$ cat config.mk
export PLATFORM = sky130hd
export DESIGN_NAME = sliding_window_rate_meter
export DESIGN_NICKNAME = d
export VERILOG_FILES = /design/src/hw/rtl/swrm_pkg.sv /design/src/hw/rtl/swrm_regs.sv /design/src/hw/rtl/swrm_slot_store.sv /design/src/hw/rtl/swrm_div.sv /design/src/hw/rtl/sliding_window_rate_meter.sv
export SDC_FILE = /design/constraint.sdc
export NUM_CORES = 2
export LEC_CHECK = 0
export BUFFER_PORTS_ARGS = -buffer_cell sky130_fd_sc_hd__buf_2
export CORE_ASPECT_RATIO = 1.1
export CORE_MARGIN = 4
export CORE_UTILIZATION = 55
export CTS_BUF_LIST = sky130_fd_sc_hd__clkbuf_4
export DETAILED_ROUTE_END_ITERATION = 16
export PLACE_DENSITY_LB_ADDON = 0.08
export SLEW_MARGIN = 20
export SYNTH_ARGS = -nofsm -noshare
export SYNTH_HDL_FRONTEND = slang
export SYNTH_SLANG_ARGS = --single-unit
export TNS_END_PERCENT = 1
$ cat constraint.sdc
create_clock -name clk_i -period 24.4 [get_ports clk_i]
set_input_delay 1.22 -clock clk_i [delete_from_list [all_inputs] [get_ports clk_i]]
set_output_delay 1.22 -clock clk_i [all_outputs]
set_load 0.03 [all_outputs]
$ cat src/hw/rtl/swrm_pkg.sv
// ----------------------------------------------------------------------------
// swrm_pkg
// shared types and constants of the sliding window rate meter
// ----------------------------------------------------------------------------
package swrm_pkg;

  // ring geometry
  localparam int unsigned Slots   = 24;
  localparam int unsigned IdxW    = $clog2(Slots);
  // sum of all slots never exceeds Slots * 2^32
  localparam int unsigned SumW    = 32 + $clog2(Slots);

  // rate scaling and budget scaling
  localparam int unsigned MsPerS      = 1000;
  localparam int unsigned MsW         = 10;
  localparam int unsigned BudgetProdW = 40;
  localparam int unsigned MulW        = SumW + MsW;

  // shared divider: restoring, DivStep quotient bits per cycle
  localparam int unsigned DivStep  = 2;
  localparam int unsigned DivIters = (MulW + DivStep - 1) / DivStep;
  localparam int unsigned DivW     = DivStep * DivIters;
  localparam int unsigned DivCntW  = $clog2(DivIters + 1);

  // apb register map
  localparam int unsigned PAddrW   = 5;
  localparam int unsigned RegIdxW  = PAddrW - 2;
  localparam logic [RegIdxW-1:0] RegSlotMerge  = 3'd0;
  localparam logic [RegIdxW-1:0] RegRateWindow = 3'd1;
  localparam logic [RegIdxW-1:0] RegBudgWindow = 3'd2;
  localparam logic [RegIdxW-1:0] RegBaseLimit  = 3'd3;
  localparam logic [RegIdxW-1:0] RegScalePct   = 3'd4;

  // register reset values
  localparam logic [15:0] RstSlotMerge  = 16'd100;
  localparam logic [15:0] RstRateWindow = 16'd2000;
  localparam logic [15:0] RstBudgWindow = 16'd1000;
  localparam logic [31:0] RstBaseLimit  = 32'd0;
  localparam logic [7:0]  RstScalePct   = 8'd100;

  localparam logic [7:0]  FullPercent = 8'd100;
  localparam logic [31:0] AllOnes     = 32'hFFFF_FFFF;

  typedef enum logic [1:0] {
    CmdRecord  = 2'd0,
    CmdMeasure = 2'd1,
    CmdBudget  = 2'd2
  } cmd_e;

  typedef struct packed {
    logic [1:0]  cmd;
    logic [31:0] now_ms;
    logic [23:0] byte_count;
  } in_beat_t;

  typedef struct packed {
    logic [31:0] rate_bytes_per_s;
    logic [31:0] budget_bytes;
    logic [63:0] total_bytes;
  } out_beat_t;

  typedef struct packed {
    logic [15:0] slot_merge_ms;
    logic [15:0] rate_window_ms;
    logic [15:0] budget_window_ms;
    logic [31:0] base_limit_bytes;
    logic [7:0]  scale_percent;
  } cfg_t;

  typedef struct packed {
    logic [31:0] stamp;
    logic [31:0] bytes;
  } slot_t;

endpackage

$ cat src/hw/rtl/swrm_regs.sv
// ----------------------------------------------------------------------------
// swrm_regs
// apb configuration registers of the rate meter
// ----------------------------------------------------------------------------
module swrm_regs (
  input  logic                          clk_i,
  input  logic                          rst_ni,
  input  logic                          psel,
  input  logic                          penable,
  input  logic                          pwrite,
  input  logic [swrm_pkg::PAddrW-1:0]   paddr,
  input  logic [31:0]                   pwdata,
  output logic [31:0]                   prdata,
  output logic                          pready,
  output swrm_pkg::cfg_t                cfg_o
);
  import swrm_pkg::*;

  cfg_t               cfg_q;
  logic [RegIdxW-1:0] reg_idx;
  logic               wr_en;

  assign reg_idx = paddr[PAddrW-1:2];
  assign wr_en   = psel & penable & pwrite;
  assign pready  = 1'b1;
  assign cfg_o   = cfg_q;

  always_ff @(posedge clk_i or negedge rst_ni) begin
    if (!rst_ni) begin
      cfg_q.slot_merge_ms    <= RstSlotMerge;
      cfg_q.rate_window_ms   <= RstRateWindow;
      cfg_q.budget_window_ms <= RstBudgWindow;
      cfg_q.base_limit_bytes <= RstBaseLimit;
      cfg_q.scale_percent    <= RstScalePct;
    end else if (wr_en) begin
      unique case (reg_idx)
        RegSlotMerge:  cfg_q.slot_merge_ms    <= pwdata[15:0];
        RegRateWindow: cfg_q.rate_window_ms   <= pwdata[15:0];
        RegBudgWindow: cfg_q.budget_window_ms <= pwdata[15:0];
        RegBaseLimit:  cfg_q.base_limit_bytes <= pwdata;
        RegScalePct:   cfg_q.scale_percent    <= pwdata[7:0];
        default: ;
      endcase
    end
  end

  always_comb begin
    unique case (reg_idx)
      RegSlotMerge:  prdata = {16'd0, cfg_q.slot_merge_ms};
      RegRateWindow: prdata = {16'd0, cfg_q.rate_window_ms};
      RegBudgWindow: prdata = {16'd0, cfg_q.budget_window_ms};
      RegBaseLimit:  prdata = cfg_q.base_limit_bytes;
      RegScalePct:   prdata = {24'd0, cfg_q.scale_percent};
      default:       prdata = 32'd0;
    endcase
  end

endmodule

$ cat src/hw/rtl/swrm_slot_store.sv
// ----------------------------------------------------------------------------
// swrm_slot_store
// slot ring memory: stamp and byte count per slot, one read and one write port
// ----------------------------------------------------------------------------
module swrm_slot_store (
  input  logic                        clk_i,
  input  logic                        rst_ni,
  input  logic                        rd_en_i,
  input  logic [swrm_pkg::IdxW-1:0]   rd_addr_i,
  output swrm_pkg::slot_t             rd_data_o,
  input  logic                        wr_en_i,
  input  logic [swrm_pkg::IdxW-1:0]   wr_addr_i,
  input  swrm_pkg::slot_t             wr_data_i
);
  import swrm_pkg::*;

  slot_t            mem_q [Slots];
  slot_t            rd_q;
  logic [Slots-1:0] valid_q;
  logic             rd_vld_q;

  always_ff @(posedge clk_i) begin
    if (wr_en_i) begin
      mem_q[wr_addr_i] <= wr_data_i;
    end
    if (rd_en_i) begin
      rd_q <= mem_q[rd_addr_i];
    end
  end

  // never written slots read as zero
  always_ff @(posedge clk_i or negedge rst_ni) begin
    if (!rst_ni) begin
      valid_q  <= '0;
      rd_vld_q <= 1'b0;
    end else begin
      if (wr_en_i) begin
        valid_q[wr_addr_i] <= 1'b1;
      end
      if (rd_en_i) begin
        rd_vld_q <= valid_q[rd_addr_i];
      end
    end
  end

  assign rd_data_o = rd_vld_q ? rd_q : '0;

endmodule

$ cat src/hw/rtl/swrm_div.sv
// ----------------------------------------------------------------------------
// swrm_div
// iterative restoring divider, wide dividend by 16-bit divisor
// ----------------------------------------------------------------------------
module swrm_div (
  input  logic                        clk_i,
  input  logic                        rst_ni,
  input  logic                        start_i,
  input  logic [swrm_pkg::MulW-1:0]   dividend_i,
  input  logic [15:0]                 divisor_i,
  output logic                        done_o,
  output logic [swrm_pkg::DivW-1:0]   quotient_o
);
  import swrm_pkg::*;

  logic [DivW-1:0]    dq_q, dq_d;
  logic [15:0]        rem_q, rem_d;
  logic [15:0]        dvs_q;
  logic [16:0]        trial;
  logic [DivCntW-1:0] cnt_q;
  logic               busy_q;
  logic               done_q;

  // dividend bits leave at the top, quotient bits enter at the bottom
  always_comb begin
    dq_d  = dq_q;
    rem_d = rem_q;
    trial = '0;
    for (int s = 0; s < DivStep; s++) begin
      trial = {rem_d, dq_d[DivW-1]};
      if (trial >= {1'b0, dvs_q}) begin
        rem_d = 16'(trial - {1'b0, dvs_q});
        dq_d  = {dq_d[DivW-2:0], 1'b1};
      end else begin
        rem_d = trial[15:0];
        dq_d  = {dq_d[DivW-2:0], 1'b0};
      end
    end
  end

  always_ff @(posedge clk_i) begin
    if (start_i) begin
      dq_q  <= DivW'(dividend_i);
      rem_q <= '0;
      dvs_q <= divisor_i;
    end else if (busy_q) begin
      dq_q  <= dq_d;
      rem_q <= rem_d;
    end
  end

  always_ff @(posedge clk_i or negedge rst_ni) begin
    if (!rst_ni) begin
      cnt_q  <= '0;
      busy_q <= 1'b0;
      done_q <= 1'b0;
    end else begin
      done_q <= 1'b0;
      if (start_i) begin
        cnt_q  <= DivCntW'(DivIters);
        busy_q <= 1'b1;
      end else if (busy_q) begin
        cnt_q <= cnt_q - 1'b1;
        if (cnt_q == DivCntW'(1)) begin
          busy_q <= 1'b0;
          done_q <= 1'b1;
        end
      end
    end
  end

  assign done_o     = done_q;
  assign quotient_o = dq_q;

endmodule

$ cat src/hw/rtl/sliding_window_rate_meter.sv
// sequence: a record passes StRec and StResp from accept to output beat; a zero-byte record,
//   an unused command and an unlimited budget go straight to StResp; measure and budget
//   pass StSweep, StDrain, StLoad, StDiv and StResp, paced by the slot ring sweep (one memory
//   read per cycle) and the shared divider (two quotient bits per cycle); a stalled full
//   output register holds the sequencer in StResp
// throughput: one item in work at a time, next accept in the cycle after the beat loads
// ----------------------------------------------------------------------------
// sliding_window_rate_meter
// ring of timestamped byte slots giving traffic rate and remaining send budget
// reset: async active low; registers take their defaults, slots read as zero
// through per-slot valid bits, so no clearing pass follows reset
// ----------------------------------------------------------------------------
module sliding_window_rate_meter (
  input  logic                        clk_i,
  input  logic                        rst_ni,
  // input channel
  input  logic                        in_valid_i,
  output logic                        in_stall_o,
  input  swrm_pkg::in_beat_t          in_data_i,
  // output channel
  output logic                        out_valid_o,
  input  logic                        out_stall_i,
  output swrm_pkg::out_beat_t         out_data_o,
  // configuration
  input  logic                        psel,
  input  logic                        penable,
  input  logic                        pwrite,
  input  logic [swrm_pkg::PAddrW-1:0] paddr,
  input  logic [31:0]                 pwdata,
  output logic [31:0]                 prdata,
  output logic                        pready
);
  import swrm_pkg::*;

  // sequencer states
  localparam logic [2:0] StIdle  = 3'd0;
  localparam logic [2:0] StRec   = 3'd1;
  localparam logic [2:0] StSweep = 3'd2;
  localparam logic [2:0] StDrain = 3'd3;
  localparam logic [2:0] StLoad  = 3'd4;
  localparam logic [2:0] StDiv   = 3'd5;
  localparam logic [2:0] StResp  = 3'd6;

  cfg_t cfg;

  logic [2:0] state_q, state_d;

  // latched input beat
  logic [1:0]  cmd_q, cmd_d;
  logic [31:0] now_q, now_d;
  logic [23:0] bytes_q, bytes_d;
  logic [31:0] cutoff_q, cutoff_d;

  // meter state outside the ring
  logic [IdxW-1:0] slot_idx_q, slot_idx_d;
  logic [31:0]     open_q, open_d;
  logic [63:0]     total_q, total_d;

  // sweep
  logic [IdxW-1:0] cnt_q, cnt_d;
  logic [SumW-1:0] sum_q, sum_d;
  logic            acc_q;

  // pending result
  logic [31:0] res_rate_q, res_rate_d;
  logic [31:0] res_budget_q, res_budget_d;

  // output register
  out_beat_t out_q;
  logic      out_valid_q;
  logic      out_load;

  // slot store ports
  logic            rd_en;
  logic [IdxW-1:0] rd_addr;
  slot_t           rd_data;
  logic            wr_en;
  logic [IdxW-1:0] wr_addr;
  slot_t           wr_data;

  // divider ports
  logic                   div_start;
  logic [MulW-1:0]        div_dividend;
  logic [15:0]            div_divisor;
  logic                   div_done;
  logic [DivW-1:0]        div_quo;

  logic                   in_accept;
  logic [31:0]            elapsed;
  logic [IdxW-1:0]        next_idx;
  logic [MulW-1:0]        prod_rate;
  logic [BudgetProdW-1:0] prod_budget;
  logic [31:0]            limit;

  swrm_regs u_regs (
    .clk_i   (clk_i),
    .rst_ni  (rst_ni),
    .psel    (psel),
    .penable (penable),
    .pwrite  (pwrite),
    .paddr   (paddr),
    .pwdata  (pwdata),
    .prdata  (prdata),
    .pready  (pready),
    .cfg_o   (cfg)
  );

  swrm_slot_store u_store (
    .clk_i     (clk_i),
    .rst_ni    (rst_ni),
    .rd_en_i   (rd_en),
    .rd_addr_i (rd_addr),
    .rd_data_o (rd_data),
    .wr_en_i   (wr_en),
    .wr_addr_i (wr_addr),
    .wr_data_i (wr_data)
  );

  swrm_div u_div (
    .clk_i      (clk_i),
    .rst_ni     (rst_ni),
    .start_i    (div_start),
    .dividend_i (div_dividend),
    .divisor_i  (div_divisor),
    .done_o     (div_done),
    .quotient_o (div_quo)
  );

  // one item at a time; the output register decouples a stalled consumer
  assign in_stall_o = (state_q != StIdle);
  assign in_accept  = in_valid_i & ~in_stall_o;

  // output register loads in StResp when empty or being drained this cycle
  assign out_load = (state_q == StResp) & ~(out_valid_q & out_stall_i);

  // record path helpers
  assign elapsed  = now_q - open_q;
  assign next_idx = (slot_idx_q == IdxW'(Slots - 1)) ? '0 : IdxW'(slot_idx_q + 1'b1);

  // scaling products, registered inside the divider
  assign prod_rate   = MulW'(sum_q) * MulW'(MsPerS);
  assign prod_budget = BudgetProdW'(cfg.base_limit_bytes) * BudgetProdW'(cfg.scale_percent);
  assign limit       = div_quo[31:0];

  // memory read: current slot at record accept, every slot during the sweep
  assign rd_en   = (state_q == StSweep) | (in_accept & (in_data_i.cmd == CmdRecord));
  assign rd_addr = (state_q == StSweep) ? cnt_q : slot_idx_q;

  always_comb begin
    state_d      = state_q;
    cmd_d        = cmd_q;
    now_d        = now_q;
    bytes_d      = bytes_q;
    cutoff_d     = cutoff_q;
    slot_idx_d   = slot_idx_q;
    open_d       = open_q;
    total_d      = total_q;
    cnt_d        = cnt_q;
    sum_d        = sum_q;
    res_rate_d   = res_rate_q;
    res_budget_d = res_budget_q;
    wr_en        = 1'b0;
    wr_addr      = slot_idx_q;
    wr_data      = rd_data;
    div_start    = 1'b0;
    div_dividend = MulW'(prod_budget);
    div_divisor  = 16'(FullPercent);

    // sweep accumulation uses the read data in the cycle after the read
    if (acc_q && (rd_data.stamp >= cutoff_q)) begin
      sum_d = SumW'(sum_q + SumW'(rd_data.bytes));
    end

    unique case (state_q)
      StIdle: begin
        if (in_accept) begin
          cmd_d        = in_data_i.cmd;
          now_d        = in_data_i.now_ms;
          bytes_d      = in_data_i.byte_count;
          cnt_d        = '0;
          sum_d        = '0;
          res_rate_d   = '0;
          res_budget_d = '0;
          if (in_data_i.cmd == CmdMeasure) begin
            cutoff_d = in_data_i.now_ms - {16'd0, cfg.rate_window_ms};
          end else begin
            cutoff_d = in_data_i.now_ms - {16'd0, cfg.budget_window_ms};
          end
          priority if (in_data_i.cmd == CmdRecord) begin
            // zero-byte record changes nothing
            state_d = (in_data_i.byte_count == '0) ? StResp : StRec;
          end else if (in_data_i.cmd == CmdMeasure) begin
            state_d = StSweep;
          end else if (in_data_i.cmd == CmdBudget) begin
            if (cfg.scale_percent > FullPercent) begin
              res_budget_d = AllOnes;
              state_d      = StResp;
            end else begin
              state_d = StSweep;
            end
          end else begin
            state_d = StResp;
          end
        end
      end

      StRec: begin
        // current slot is on the read port now
        wr_en = 1'b1;
        if (elapsed < {16'd0, cfg.slot_merge_ms}) begin
          wr_addr       = slot_idx_q;
          wr_data.stamp = rd_data.stamp;
          wr_data.bytes = rd_data.bytes + {8'd0, bytes_q};
        end else begin
          wr_addr       = next_idx;
          wr_data.stamp = now_q;
          wr_data.bytes = {8'd0, bytes_q};
          slot_idx_d    = next_idx;
          open_d        = now_q;
        end
        total_d = total_q + {40'd0, bytes_q};
        state_d = StResp;
      end

      StSweep: begin
        cnt_d = IdxW'(cnt_q + 1'b1);
        if (cnt_q == IdxW'(Slots - 1)) begin
          state_d = StDrain;
        end
      end

      StDrain: begin
        // last slot accumulates at this edge
        state_d = StLoad;
      end

      StLoad: begin
        div_start = 1'b1;
        if (cmd_q == CmdMeasure) begin
          div_dividend = prod_rate;
          // zero window divides by one
          div_divisor  = (cfg.rate_window_ms == '0) ? 16'd1 : cfg.rate_window_ms;
        end
        state_d = StDiv;
      end

      StDiv: begin
        if (div_done) begin
          if (cmd_q == CmdMeasure) begin
            res_rate_d = (|div_quo[DivW-1:32]) ? AllOnes : div_quo[31:0];
          end else if (sum_q >= SumW'(limit)) begin
            res_budget_d = '0;
          end else begin
            res_budget_d = limit - sum_q[31:0];
          end
          state_d = StResp;
        end
      end

      StResp: begin
        if (out_load) begin
          state_d = StIdle;
        end
      end

      default: state_d = StIdle;
    endcase
  end

  always_ff @(posedge clk_i or negedge rst_ni) begin
    if (!rst_ni) begin
      state_q     <= StIdle;
      slot_idx_q  <= '0;
      open_q      <= '0;
      total_q     <= '0;
      acc_q       <= 1'b0;
      out_valid_q <= 1'b0;
    end else begin
      state_q    <= state_d;
      slot_idx_q <= slot_idx_d;
      open_q     <= open_d;
      total_q    <= total_d;
      acc_q      <= (state_q == StSweep);
      if (out_load) begin
        out_valid_q <= 1'b1;
      end else if (!out_stall_i) begin
        out_valid_q <= 1'b0;
      end
    end
  end

  always_ff @(posedge clk_i) begin
    cmd_q        <= cmd_d;
    now_q        <= now_d;
    bytes_q      <= bytes_d;
    cutoff_q     <= cutoff_d;
    cnt_q        <= cnt_d;
    sum_q        <= sum_d;
    res_rate_q   <= res_rate_d;
    res_budget_q <= res_budget_d;
    if (out_load) begin
      out_q.rate_bytes_per_s <= res_rate_q;
      out_q.budget_bytes     <= res_budget_q;
      out_q.total_bytes      <= total_q;
    end
  end

  assign out_valid_o = out_valid_q;
  assign out_data_o  = out_q;

  // an accepted beat makes the block busy in the next cycle
  assert property (@(posedge clk_i) disable iff (!rst_ni)
    in_accept |=> in_stall_o)
    else $error("input accepted while block did not go busy");

  // the divider only finishes while the sequencer waits for it
  assert property (@(posedge clk_i) disable iff (!rst_ni)
    div_done |-> (state_q == StDiv))
    else $error("divider result arrived outside the divide wait");

  // ring writes only come from the record update
  assert property (@(posedge clk_i) disable iff (!rst_ni)
    wr_en |-> (state_q == StRec))
    else $error("slot written outside record update");

  // ring pointer stays inside the ring
  assert property (@(posedge clk_i) disable iff (!rst_ni)
    32'(slot_idx_q) < Slots)
    else $error("slot index beyond ring");

  // a result load always shows up as an output beat
  assert property (@(posedge clk_i) disable iff (!rst_ni)
    out_load |=> out_valid_o)
    else $error("result load lost");

endmodule
* Yosys cells after proc, flatten, opt, wreduce, memory -nomap -nowiden
Memories as Yosys holds them, arrays and structs flattened. A register that Yosys moved wholly into a read port is not among the register bits. Cells that the tools add are included.
Storage, ports and cells: bits in read-only memories 0, memories 1, latch bits 0, bits in registers 630, memory bits (writable) 1536, word-level logic and storage cells 182, input port bits 102, output and inout bits 163
Memories:
- u_store.mem_q | depth 24, width 64, read ports 1, clocked after memory_dff 1, wr ports 1, line swrm_slot_store.sv:17 | slot_t mem_q [Slots];
Cells by class: muxes and demuxes 65, div/mod/pow operators 0, $lt $le $gt $ge 9, add/subtract/negate cells 12, bitwise logic cells 13, reductions and logical operators 25, shift operators 0, eq/ne operators 23, $mul 2
Operators by type and width (number):
- $mux 32 | 13
- $mux 64 | 3
- $mux 47 | 4
- $pmux 32 s5 | 1
- $pmux 32 s2 | 2
- $mux 37 | 3
- $add 64x24->64 | 1
- $sub 32x16->32 | 2
- $sub 32x32->32 | 2
- $mul 37x7->44 const B | 1
- $mul 32x8->40 | 1
- $add 37x32->37 | 1
- $ge 37x32->1 | 1
- $mux 5 | 7
- $ge 17x16->1 | 2
- $add 32x24->32 | 1
- $ge 32x32->1 | 1
- $lt 32x16->1 | 1
- $mux 16 | 2
- $sub 16x16->16 | 2
- $mux 3 | 9
- $logic_not 24->1 | 1
- $or 24x24->24 | 1
- $pmux 3 s7 | 1
- other kinds (32) | 86

* Logic depth before layout (Yosys ltp)
depth in word-level cells 9, depth in mapped cells 28

* Hierarchy
From an unflattened synthesis, not the netlist that was laid out.
Unflattened totals: cells, all modules 7786, area, all modules 112222.6 sq um
Modules (own cells, without submodules):
- swrm_slot_store | cells each 2559, seq. area each 48671.7 sq um, area an instance 61056.1 sq um, instances 1
- sliding_window_rate_meter | cells each 4467, seq. area each 12011.5 sq um, area an instance 41675.0 sq um, instances 1
- swrm_div | cells each 488, seq. area each 2407.3 sq um, area an instance 5400.2 sq um, instances 1
- swrm_regs | cells each 272, seq. area each 2224.6 sq um, area an instance 4091.4 sq um, instances 1

* Worst setup path after synthesis
Ideal clock, no wire load.
kind input -> register, start point in out_stall_i, end point reg out_q (netlist bit out_data_o[0]), enable pin, cell stages on the path 3, setup time 0.772 ns, arrival time 10.006 ns, slack 13.622 ns, path buffers 0, path through nand2_1 -> nand2_1 -> nor3_1
On the way: word-level cells in the longest chain between the ends 3
RTL lines:
- from (decl) | line sliding_window_rate_meter.sv:22 | input logic out_stall_i,
- $and 1x1->1 | line sliding_window_rate_meter.sv:134 | assign out_load = (state_q == StResp) & ~(out_valid_q & out_stall_i);
- $not 1->1 | line sliding_window_rate_meter.sv:134
- $and 1x1->1 | line sliding_window_rate_meter.sv:134
- named net out_load | line sliding_window_rate_meter.sv:71 | logic out_load;
- to (decl) | line sliding_window_rate_meter.sv:69 | out_beat_t out_q;
The timed path passes the listed nets, and every way through them passes these cells. A chain may end at the register's enable or synchronous reset.

* Worst setup path after layout
start point reg now_q[1], end point mem u_store.mem_q[20][19] (netlist bit), enable pin
On the way: word-level cells in the longest chain between the ends 4
RTL lines:
- from (decl) | line sliding_window_rate_meter.sv:50 | logic [31:0] now_q, now_d;
- from (signal assigned) | line sliding_window_rate_meter.sv:294 | now_q <= now_d;
- $sub 32x32->32 | line sliding_window_rate_meter.sv:137 | assign elapsed = now_q - open_q;
- $lt 32x16->1 | line sliding_window_rate_meter.sv:210 | if (elapsed < {16'd0, cfg.slot_merge_ms}) begin
- $mux 5 (2 in series)
- to (decl) | line swrm_slot_store.sv:17
Every way passes these cells.

==> reports/metrics.cfg <==
[outcome]
status=completed

[timing]
whs_ps=162
rsz0062_at_grt=no
drv_slew=0
tightest_slew_ps=1150
max_freq_mhz=122
min_period_ps=8210
timing.final.crit_share_pct=33.6
setup_tns_ps=0
finalClockSkew_ps=112
setup_violations=0
hold_viol_final=0
relSlewSlack_pct=23.6

[global_route]
grt_pass1_wl_um=452000
grt_use_total_pct=28.7
grt_pass1_vias=71810
grt_antenna_before_repair=16
gr-total-overflow=0
grt_max_degree=148

[critical_path]
ff2ff_setup_slack_ps=16190
cp_slowest_stage_delay_ps=1040
worstPathCellList=ha_1 > nor2b_1 > o31a_4 > o221a_2 > o21ai_0 > and2_1 > o21ai_0 > nand3_1 > nand2_1 > xor2_1 > ha_1 > a2111oi_1 > nand4_1 > and4bb_2 > o211ai_1 > a2111oi_2 > nand4_1 > nor4_4 > and2_1 > buf_4 > mux2i_1 > o31a_2 > buf_4
crit_type=reg2reg
r2r_start=now_q[1]
crit_slowest_cell=o31a_2
cp.required_ps=25390
critPathTopFamily=compound AO/OA/AOI/OAI gates
critical_path_buf_inv_count=2
path_max_fanout=38
crit_path_start_kind=flip-flop
r2r-end=u_store.mem_q[20][19]
cp_num_cells=23
end_kind=flip-flop
worst_r2r_path_depth=23
worstPathArrival_ps=9200

[power_and_ir_drop]
vdd_ir_drop_max_uv=144
p_leak_nw=48.7
power_frac_clock_pct=19.2
p_sw_mw=6.73
switching_share_pct=40.1
pwr-share-comb_pct=47.3
p_per_area_nw_per_um2=135
pwr-share-seq_pct=33.5
power.internal_mw=10.1

[synth]
ys_async_sr_fraction_pct=10.1
synth.area.top_cells=edfxtp_1, mux4_2, fa_1
synth_compound_gate_area_share_pct=7.21
syn_inst=7997
synth_edf_count=1950
synth.yosys.seq_area_share_pct=58.5
ys_warn_count=0
syn_area_um2=112000
synth_top_area_share_pct=52.4
synth_top_area_cell=edfxtp_1
synth_seq_cells=2230
synth.distinct_cells=99
synth-main-ff-cell=edfxtp_1
yosys.area_share.simple_pct=8.08
synth_top_family_by_area=adder cells
synth.area.mux_share_pct=10.1
synth_fa_ha_area_share_pct=10.7
synth_nets=8858
synthXorXnorAreaFrac_pct=2.19
synth.avg_cell_area_um2=14.0

[floorplanning]
core_area_um2=202000
chipWidth_um=438
io_pins=265
fp.dieH_um=481
start_util_pct=55.3
dieArea_um2=210000
rows=173

[route]
avgRoutedWirePerCell_um=25.3
wirelength_um=301000
drc=0
post_drt_via_cell_ratio=5.91
ant_nets=0
dr.pass1.iters=5
drt_iter0_markers=5722
vias=70131

[clock_network]
clk_latency_ps=1420
h-tree-depth=6
cts_root_buffer=clkbuf_4
cts_tree=built
path_clk_slew_ps=60
clockBufferDepth=4
cts_sinks=2230
cts_buffers=584

[place]
portBuffers=261
place_hpwl_um=196000
routabilityCongestion=0.946

[final_layout]
final_util_pct=61.6
seqCellArea_um2=65300
multi_input_area_um2=43000
syn_to_final_growth_pct=11.5
fill_cells=15705
nets=9588
drive_above_1_share_pct=20.9

[hold_path]
min_path_cells=1
hold_path.startpoint=in_data_i[2]
worst_hold_path.endpoint=bytes_q[2]
worstHoldPathType=in2reg

[flow_run]
maxCapViolCount=0

-- cells in the mapped netlist, drive strengths merged, types with 43 or more instances --
master and n:
a211oi 53, o211ai 94, nor2b 65, xnor2 188, dfrtp 208, a21oi 326, nand2 700, ha 433
edfxtp 1950, mux4 398, buf 96, and2 292, o21bai 46, fa 326, nor2 378, nand4 50
xor2 91, inv 625, nand3 137, nor3 48, mux2i 123, dfxtp 54, o21ai 356, a31oi 43
clkbuf 230, mux2 96, a21o 148
-- how the worst max path moves through the flow --
stage                start  slack, ps                    end
6_report          now_q[1]      16190  u_store.mem_q[20][19]
5_1_grt           now_q[0]      15830  u_store.mem_q[20][23]
4_1_cts           now_q[1]      16210  u_store.mem_q[20][23]
3_5_place_dp      now_q[1]      16200  u_store.mem_q[20][14]
2_1_floorplan  out_stall_i      13620          out_data_o[0]
3_3_place_gp      now_q[0]      16270  u_store.mem_q[20][14]
-- registers in the layout, summed over array words and instances, names as in the netlist, 16 cells and up --
register	flops
open_q	32
now_q	32
bytes_q	24
u_regs.cfg_o	88
u_store.rd_q	64
sum_q	37
res_rate_q	32
res_budget_q	32
u_store.mem_q	1536
cutoff_q	32
out_data_o	128
u_store.valid_q	24
total_q	64
u_div.rem_q	16
u_div.quotient_o	48
u_div.dvs_q	16
-- routing by layer --
| metal | GRT usage, % | vias to the layer above | routed length [µm] |
|---|---|---|---|
| met4 | 12.3 | 2 | 12800 |
| li1 | - | 31315 | - |
| met1 | 37.6 | 35712 | 120000 |
| met2 | 47.5 | 2553 | 148000 |
| met3 | 5.46 | 549 | 20400 |
| met5 | 0 | - | 13 |
-- kinds of logic after synthesis --
kind of cell,after synthesis
AO/OA/AOI/OAI,1273
buffers and inverters,952
flip-flops,2230
XOR/XNOR,279
other,1
AND/OR/NAND/NOR,1886
adder cells (fa/ha/maj),759
multiplexers,617
-- layout by cell type, fill, tap and decap left out, types with 96 or more instances in the layout --
| master | n |
|---|---|
| a21o_1 | 148 |
| a21oi_1 | 324 |
| and2_1 | 280 |
| buf_2 | 260 |
| buf_4 | 149 |
| clkbuf_4 | 839 |
| clkinv_1 | 114 |
| dfrtp_1 | 207 |
| edfxtp_1 | 1950 |
| fa_1 | 326 |
| ha_1 | 433 |
| inv_1 | 622 |
| mux2_2 | 96 |
| mux2i_1 | 118 |
| mux4_2 | 398 |
| nand2_1 | 698 |
| nand3_1 | 137 |
| nor2_1 | 372 |
| o21ai_0 | 309 |
| xnor2_1 | 188 |
-- power by group through the flow --
stage / sequential, mW / clock (mW) / combinational [mW]
after floorplan: 5.67 / 0 / 5.57
after global placement: 5.68 / 0 / 7.77
after detailed placement: 5.70 / 0 / 7.91
after CTS: 5.62 / 3.30 / 7.96
after global routing: 5.66 / 3.53 / 8.75
final: 5.62 / 3.21 / 7.94
-- what timing repair did --
| action | CTS | global route |
|---|---|---|
| endpoints found under the setup margin | 0 | 0 |
| gates resized for setup | 0 | 0 |
| setup buffers | 0 | 0 |
| endpoints found under the hold margin | 124 | 0 |
| hold buffers | 51 | 0 |
-- stage by stage --
step / setup slack, ps / power, mW / std cells / instance area, µm²
finish: 16190 / 16.8 / 11864 / 125000
detailed placement: 16200 / 13.6 / 10802 / 117000
global route: 15830 / 17.9 / 11858 / 124000
floorplan: 13620 / 11.2 / 7997 / 112000
CTS: 16210 / 16.9 / 11847 / 124000
global placement: 16270 / 13.5 / 10801 / 117000
-- final cells by class --
type / count / area share [%]
repair buffers: 470 / 2.50
clock buffers: 839 / 5.06
inverters: 626 / 1.89
diodes: 17 / 0.0342
flip-flops and latches: 2230 / 52.5
clock inverters: 155 / 0.760
well taps: 2712 / 2.73
multi-input cells: 4815 / 34.6
Power figures use the tool's default switching activity.
